[src/hdl/lbp_pkg.sv]
// ---------------------------------------------------------------------------
// lbp_pkg
// shared types, constants and helpers of the led blink pattern player
// ---------------------------------------------------------------------------
package lbp_pkg;

    localparam int LBP_PATTERN_DEPTH = 32;

    localparam logic [15:0] STEP_PERIOD_RESET = 16'd100;

    localparam logic [7:0] CHAR_DOT        = 8'h2e;
    localparam logic [7:0] CHAR_UNDERSCORE = 8'h5f;

    localparam int CFG_ADDR_W = 3;
    localparam logic [CFG_ADDR_W-1:0] ADDR_STEP_PERIOD = 3'd0;

    typedef enum logic [2:0] {
        CMD_TICK   = 3'd0,
        CMD_ON     = 3'd1,
        CMD_OFF    = 3'd2,
        CMD_TOGGLE = 3'd3,
        CMD_LOAD   = 3'd4,
        CMD_CLEAR  = 3'd5
    } cmd_t;

    // write side of the pattern store
    typedef struct packed {
        logic en;
        logic lit;
    } store_wr_t;

    function automatic logic char_lit(input logic [7:0] c);
        return (c == CHAR_DOT) || (c == CHAR_UNDERSCORE);
    endfunction

endpackage

[src/hdl/lbp_store.sv]
// ---------------------------------------------------------------------------
// lbp_store
// pattern store: one lit bit per element, registered read, write-first
// ---------------------------------------------------------------------------
module lbp_store
    import lbp_pkg::*;
#(
    parameter int PATTERN_DEPTH = LBP_PATTERN_DEPTH,
    localparam int IDX_W = (PATTERN_DEPTH > 1) ? $clog2(PATTERN_DEPTH) : 1
)
(
    input  logic             clk,
    input  store_wr_t        wr,
    input  logic [IDX_W-1:0] waddr,
    input  logic [IDX_W-1:0] raddr,
    output logic             rdata
);

    logic mem [PATTERN_DEPTH];
    logic rdata_reg;

    always_ff @(posedge clk)
    begin
        if (wr.en)
        begin
            mem[waddr] <= wr.lit;
        end
    end

    // same-cycle write to the read address returns the new bit
    always_ff @(posedge clk)
    begin
        if (wr.en && (waddr == raddr))
        begin
            rdata_reg <= wr.lit;
        end
        else
        begin
            rdata_reg <= mem[raddr];
        end
    end

    assign rdata = rdata_reg;

endmodule

[src/hdl/led_blink_pattern_player.sv]
// ---------------------------------------------------------------------------
// led_blink_pattern_player
// one LED driven by direct commands or by a played-back stored pattern
// ---------------------------------------------------------------------------
// result: written into the output register in the cycle after its request is accepted
// throughput: one request per cycle; the output register frees in the cycle it
//   is taken, so cmd_ready stays high while res_ready is high
// reset: rst_n asynchronous, clears playback, load position, LED and handshake
//   state and sets step_period to 100; the pattern store is not cleared
module led_blink_pattern_player
    import lbp_pkg::*;
#(
    parameter int PATTERN_DEPTH = LBP_PATTERN_DEPTH
)
(
    input  logic                  clk,
    input  logic                  rst_n,
    // command channel
    input  logic                  cmd_valid,
    output logic                  cmd_ready,
    input  logic [2:0]            command,
    input  logic [7:0]            pattern_char,
    input  logic                  last_char,
    input  logic                  repeat_mode,
    // result channel
    output logic                  res_valid,
    input  logic                  res_ready,
    output logic                  led_on,
    output logic                  pattern_active,
    // configuration
    input  logic                  psel,
    input  logic                  penable,
    input  logic                  pwrite,
    input  logic [CFG_ADDR_W-1:0] paddr,
    input  logic [31:0]           pwdata,
    output logic [31:0]           prdata,
    output logic                  pready
);

    localparam int IDX_W = (PATTERN_DEPTH > 1) ? $clog2(PATTERN_DEPTH) : 1;
    localparam int CNT_W = $clog2(PATTERN_DEPTH + 1);
    localparam logic [CNT_W-1:0] DEPTH_CNT = CNT_W'(PATTERN_DEPTH);

    logic [15:0]      step_period_reg;
    logic [CNT_W-1:0] pattern_length_reg, pattern_length_next;
    logic [IDX_W-1:0] play_position_reg, play_position_next;
    logic [15:0]      elapsed_ticks_reg, elapsed_ticks_next;
    logic             loop_flag_reg, loop_flag_next;
    logic             led_level_reg, led_level_next;
    logic [CNT_W-1:0] load_position_reg, load_position_next;
    logic             res_valid_reg, res_valid_next;
    logic             res_led_reg, res_active_reg;

    logic             accept;
    logic             cur_lit;
    store_wr_t        store_wr;
    logic [15:0]      period;
    logic [15:0]      elapsed_inc;
    logic [CNT_W-1:0] pos_inc;
    logic [CNT_W-1:0] load_inc;

    // configuration port
    assign pready = 1'b1;
    assign prdata = (paddr == ADDR_STEP_PERIOD) ? {16'd0, step_period_reg} : 32'd0;

    always_ff @(posedge clk or negedge rst_n)
    begin
        if (!rst_n)
        begin
            step_period_reg <= STEP_PERIOD_RESET;
        end
        else if (psel && penable && pwrite && pready && (paddr == ADDR_STEP_PERIOD))
        begin
            step_period_reg <= pwdata[15:0];
        end
    end

    assign cmd_ready = !res_valid_reg || res_ready;
    assign accept    = cmd_valid && cmd_ready;

    lbp_store #(
        .PATTERN_DEPTH (PATTERN_DEPTH)
    ) u_store (
        .clk   (clk),
        .wr    (store_wr),
        .waddr (load_position_reg[IDX_W-1:0]),
        .raddr (play_position_next),
        .rdata (cur_lit)
    );

    assign period      = (step_period_reg == 16'd0) ? 16'd1 : step_period_reg;
    assign elapsed_inc = elapsed_ticks_reg + 16'd1;
    assign pos_inc     = CNT_W'(play_position_reg) + CNT_W'(1);
    assign load_inc    = load_position_reg + CNT_W'(1);

    always_comb
    begin
        pattern_length_next = pattern_length_reg;
        play_position_next  = play_position_reg;
        elapsed_ticks_next  = elapsed_ticks_reg;
        loop_flag_next      = loop_flag_reg;
        led_level_next      = led_level_reg;
        load_position_next  = load_position_reg;
        store_wr            = '0;
        store_wr.lit        = char_lit(pattern_char);

        if (accept)
        begin
            case (command)
                CMD_TICK:
                begin
                    if (pattern_length_reg != '0)
                    begin
                        led_level_next     = cur_lit;
                        elapsed_ticks_next = elapsed_inc;
                        if (elapsed_inc >= period)
                        begin
                            elapsed_ticks_next = 16'd0;
                            play_position_next = pos_inc[IDX_W-1:0];
                            if (pos_inc >= pattern_length_reg)
                            begin
                                play_position_next = '0;
                                if (!loop_flag_reg)
                                begin
                                    pattern_length_next = '0;
                                    loop_flag_next      = 1'b0;
                                end
                            end
                        end
                    end
                end
                CMD_ON:     led_level_next = 1'b1;
                CMD_OFF:    led_level_next = 1'b0;
                CMD_TOGGLE: led_level_next = !led_level_reg;
                CMD_LOAD:
                begin
                    pattern_length_next = '0;
                    play_position_next  = '0;
                    elapsed_ticks_next  = 16'd0;
                    loop_flag_next      = 1'b0;
                    if (load_position_reg < DEPTH_CNT)
                    begin
                        store_wr.en        = 1'b1;
                        load_position_next = load_inc;
                    end
                    if (last_char)
                    begin
                        // a pattern that filled the store is dropped
                        if (load_position_next < DEPTH_CNT)
                        begin
                            pattern_length_next = load_position_next;
                            loop_flag_next      = repeat_mode;
                        end
                        load_position_next = '0;
                    end
                end
                CMD_CLEAR:
                begin
                    pattern_length_next = '0;
                    play_position_next  = '0;
                    elapsed_ticks_next  = 16'd0;
                    loop_flag_next      = 1'b0;
                    load_position_next  = '0;
                end
                default:
                begin
                end
            endcase
        end
    end

    always_comb
    begin
        res_valid_next = res_valid_reg;
        if (accept)
        begin
            res_valid_next = 1'b1;
        end
        else if (res_ready)
        begin
            res_valid_next = 1'b0;
        end
    end

    always_ff @(posedge clk or negedge rst_n)
    begin
        if (!rst_n)
        begin
            pattern_length_reg <= '0;
            play_position_reg  <= '0;
            elapsed_ticks_reg  <= 16'd0;
            loop_flag_reg      <= 1'b0;
            led_level_reg      <= 1'b0;
            load_position_reg  <= '0;
            res_valid_reg      <= 1'b0;
        end
        else
        begin
            pattern_length_reg <= pattern_length_next;
            play_position_reg  <= play_position_next;
            elapsed_ticks_reg  <= elapsed_ticks_next;
            loop_flag_reg      <= loop_flag_next;
            led_level_reg      <= led_level_next;
            load_position_reg  <= load_position_next;
            res_valid_reg      <= res_valid_next;
        end
    end

    always_ff @(posedge clk)
    begin
        if (accept)
        begin
            res_led_reg    <= led_level_next;
            res_active_reg <= (pattern_length_next != '0);
        end
    end

    assign res_valid      = res_valid_reg;
    assign led_on         = res_led_reg;
    assign pattern_active = res_active_reg;

endmodule

[config.mk]
export PLATFORM = sky130hd
export DESIGN_NAME = led_blink_pattern_player
export DESIGN_NICKNAME = d
export VERILOG_FILES = /design/src/hdl/lbp_pkg.sv /design/src/hdl/lbp_store.sv /design/src/hdl/led_blink_pattern_player.sv
export SDC_FILE = /design/constraint.sdc
export NUM_CORES = 1
export LEC_CHECK = 0
export BUFFER_PORTS_ARGS = -buffer_cell sky130_fd_sc_hd__buf_2
export CORE_ASPECT_RATIO = 1.75
export CORE_MARGIN = 10
export CORE_UTILIZATION = 56
export CTS_CLUSTER_DIAMETER = 100
export DETAILED_ROUTE_END_ITERATION = 6
export PLACE_DENSITY = 0.8
export SETUP_SLACK_MARGIN = 0.15
export SYNTH_ARGS = -nofsm -noshare
export SYNTH_HDL_FRONTEND = slang
export SYNTH_SLANG_ARGS = --single-unit
[constraint.sdc]
create_clock -name clk -period 3.7 [get_ports clk]
set_clock_uncertainty 0.1 [all_clocks]
set_input_delay 0.37 -clock clk [delete_from_list [all_inputs] [get_ports clk]]
set_output_delay 0.37 -clock clk [all_outputs]
set_load 0.01 [all_outputs]
==> results.sh <==
export IMPL_dr_total_vias=3858
export IMPL_grt_setup_unrepaired="no"
export IMPL_wirelength_mm=11.4
export IMPL_initial_core_util=0.566
export IMPL_ctsHoldBuffers=0
export IMPL_timing_fmax_mhz=295
export IMPL_gr_max_usage_layer="met2"
export IMPL_path_buf_inv=0
export IMPL_ctsLongestPathBuffers=2
export IMPL_setup_violations_final=0
export IMPL_drc_markers=0
export IMPL_most_frequent_cell_after_synthesis="sky130_fd_sc_hd__nand2_1"
export IMPL_globalRouteMet3Util=0.0421
export IMPL_die_area_um2=13400
export IMPL_dieWidth_um=92.0
export IMPL_wire_per_inst_um=16.5
export IMPL_biggest_area_consumer_among_synthesized_cells="sky130_fd_sc_hd__dfrtp_1"
export IMPL_max_cap_violations=0
export IMPL_critical_path_max_stage_delay_ns=0.38
export IMPL_yosysWarnings=0
export IMPL_path_class="register to register"
export IMPL_final_cell_count_no_fill=687
export IMPL_place_gp_congestion=0.848
export IMPL_synth_cell_types=61
export IMPL_final_period_utilization=0.915
export IMPL_first_global_vias=4045
export IMPL_grt_util_met2=0.331
export IMPL_cts_clk_slew_worst_paths_ns=0.06
export IMPL_setup_ws_ns=0.314
export IMPL_synth_area_per_cell_um2=10.2
export IMPL_critical_path_cell_chain="ha_1 > and3_2 > and3_4 > nand3_4 > nor2_4 > xor2_2 > ha_1 > nand4_1 > nor4_2 > a32o_2 > nor2_1 > o31a_1 > mux2_2"
export IMPL_hpwlAfterDp_mm=8.56
export IMPL_outcome="finished clean"
export IMPL_final_antenna_net_count=0
export IMPL_worst_path_max_delay_cell="sky130_fd_sc_hd__dfrtp_1"
export IMPL_syn_cell_area_um2=5080
export IMPL_timing_hold_violations_final=0
export IMPL_worst_endpoint_required_ns=3.82
export IMPL_pre_cts_ws_ns=0.0339
export IMPL_layout_filler_cells=743
export IMPL_placementRows=46
export IMPL_final_setup_tns_ns=0
export IMPL_grt_remaining_overflow=0
export IMPL_p_leak_uw=0.00249
export IMPL_tritoncts_num_buffers=9
export IMPL_clockRootBuffer="sky130_fd_sc_hd__clkbuf_16"
export IMPL_drive_above_1_share=0.224
export IMPL_clk_latency_ns=0.34
export IMPL_cp_start_kind="register"
export IMPL_flip_flop_count_of_the_largest_register_all_copies_and_words_added=32
export IMPL_peak_vdd_ir_mv=0.334
export IMPL_critPathMostFrequentCell="sky130_fd_sc_hd__ha_1"
export IMPL_antenna_found_initial=0
export IMPL_detail_route_iter0_violations=206
export IMPL_transition_time_at_the_pin_with_the_least_slew_margin_ns=0.736
export IMPL_power_density_nw_per_um2=400
export IMPL_chipHeight_um=146
export IMPL_synth_seq_cells=91
export IMPL_critical_path_arrival_ns=3.51
export IMPL_grt_first_pass_wirelength_mm=18.7
export IMPL_min_delay_path_class="primary input to async pin"
export IMPL_flip_flop_cell_with_the_highest_count_after_synthesis="sky130_fd_sc_hd__dfrtp_1"
export IMPL_grt_max_degree=53
export IMPL_finalCriticalPeriod_ns=3.39
export IMPL_total_count_of_max_transition_violations_in_the_final_report=0
export IMPL_synth_top_cells_by_count="52 x sky130_fd_sc_hd__nand2_1, 51 x sky130_fd_sc_hd__nor2_1, 49 x sky130_fd_sc_hd__dfrtp_1, 34 x sky130_fd_sc_hd__edfxtp_1, 34 x sky130_fd_sc_hd__o21ai_0"
export IMPL_ios=92
export IMPL_tritoncts="built"
export IMPL_vias_per_cell=5.62
export IMPL_critical_path_sink_type="register"
export IMPL_final_antenna_diode_count=0
export IMPL_drt_pre_antenna_iters=6
export IMPL_buffer_ports_inserted=58
export IMPL_clock_sinks=91
export IMPL_placed_instances=670
export IMPL_async_reset_ff_frac=0.571
export IMPL_synthToLayoutAreaGrowth_pct=14.6
export IMPL_maxSlewHeadroom=0.507
export IMPL_synth_seq_area_share=0.477
export IMPL_core_area_um2=8980
export IMPL_groute_usage_overall=0.171
export IMPL_fin_nets=646
export IMPL_timing_critical_path_max_delay_family="simple AND/OR/NAND/NOR gates"
export IMPL_ctsHtreeMaxLevel=3
export IMPL_groute_layer_met1_usage=0.154
export IMPL_crit_path_max_fanout=5
export IMPL_syn_inst=498
export IMPL_number_of_enable_type_register_cells_in_the_synthesized_netlist=34
export IMPL_largest_cells_by_area_after_synthesis="sky130_fd_sc_hd__dfrtp_1 24%, sky130_fd_sc_hd__edfxtp_1 20%, sky130_fd_sc_hd__ha_1 7.1%"
export IMPL_synthDominantCellAreaShare=0.241
[per-stage QoR]
stage | power [µW] | cell area, µm² | hold slack [ns] | utilization
2_1_floorplan | 1350 | 5140 | -0.0256 | -
3_3_place_gp | 1430 | 5470 | 0.410 | 0.610
3_5_place_dp | 1450 | 5470 | 0.416 | 0.610
4_1_cts | 2350 | 5790 | 0.0752 | 0.645
5_1_grt | 2440 | 5830 | 0.107 | 0.649
6_report | 2330 | 5830 | 0.0560 | 0.649
[timing repair]
action                                  4_1_cts  5_1_grt
gates resized for setup                       4        8
endpoints found under the hold margin         0        0
gates cloned                                  0        0
pin swaps                                     1        3
setup buffers                                 0        1
endpoints found under the setup margin       28       33
[layout make-up]
class,count,area (µm²),share of cell area
clock buffer,9,225,0.0387
clock inverter,7,68.8,0.0118
inverter,31,116,0.0200
multi-input combinational,358,2440,0.419
sequential,91,2430,0.416
tap,120,150,0.0258
timing repair buffer,71,400,0.0687
[power breakdown]
group | internal, µW | switching, µW
sequential | 1110 | 45.6
clock | 519 | 377
combinational | 116 | 163
total | 1740 | 585
[cell usage in the layout, fill, tap and decap left out, types with 4 or more instances in the layout]
master / Yosys / final
sky130_fd_sc_hd__nor3_1: 7 / 6
sky130_fd_sc_hd__xnor2_1: 11 / 11
sky130_fd_sc_hd__o21ai_0: 34 / 34
sky130_fd_sc_hd__a31oi_1: 10 / 10
sky130_fd_sc_hd__edfxtp_1: 34 / 34
sky130_fd_sc_hd__xor2_1: 8 / 7
sky130_fd_sc_hd__clkinvlp_4: 0 / 4
sky130_fd_sc_hd__dfrtp_1: 49 / 49
sky130_fd_sc_hd__and3_1: 5 / 4
sky130_fd_sc_hd__a22o_1: 8 / 8
sky130_fd_sc_hd__inv_1: 31 / 31
sky130_fd_sc_hd__nor4_1: 6 / 5
sky130_fd_sc_hd__nand3_1: 10 / 9
sky130_fd_sc_hd__or2_2: 4 / 4
sky130_fd_sc_hd__nand2_1: 52 / 52
sky130_fd_sc_hd__dfxtp_1: 5 / 5
sky130_fd_sc_hd__a21oi_1: 20 / 20
sky130_fd_sc_hd__and2_1: 17 / 17
sky130_fd_sc_hd__mux4_2: 10 / 10
sky130_fd_sc_hd__buf_4: 17 / 12
sky130_fd_sc_hd__nor2_1: 51 / 48
sky130_fd_sc_hd__conb_1: 2 / 17
sky130_fd_sc_hd__buf_2: 4 / 58
sky130_fd_sc_hd__a21o_1: 4 / 4
sky130_fd_sc_hd__nand2b_1: 5 / 5
sky130_fd_sc_hd__clkbuf_16: 0 / 9
sky130_fd_sc_hd__ha_1: 29 / 29
[kinds of logic after synthesis]
logic type	synth area share
AOI/OAI and AO/OA	0.120
xor gates and xnor gates	0.0327
adders and majority gates	0.0714
buffers and inverters	0.0638
DFF	0.477
muxes	0.0569
other	0.00148
and+or+nand+nor	0.176
[layer usage]
layer | wire (µm) | share of wire
met5 | 0 | 0
met4 | 403 | 0.035
met3 | 564 | 0.050
met2 | 6470 | 0.57
met1 | 3930 | 0.35
[worst paths after layout]
path | startpoint | end | slack (ns) | depth (start not counted)
max in group asynchronous | rst_n | elapsed_ticks_reg[10] | 2.98 | 2
min in group clk | pwdata[1] | step_period_reg[1] | 0.13 | 3
worst max register to register | elapsed_ticks_reg[0] | register | 0.31 | 13
worst min-delay path | rst_n | step_period_reg[1] | 0.06 | 2
worst min register to register | elapsed_ticks_reg[13] | elapsed_ticks_reg[13] | 0.43 | 1
worst max-delay path | elapsed_ticks_reg[0] | register | 0.31 | 13
(Power assumes the default switching activity.)
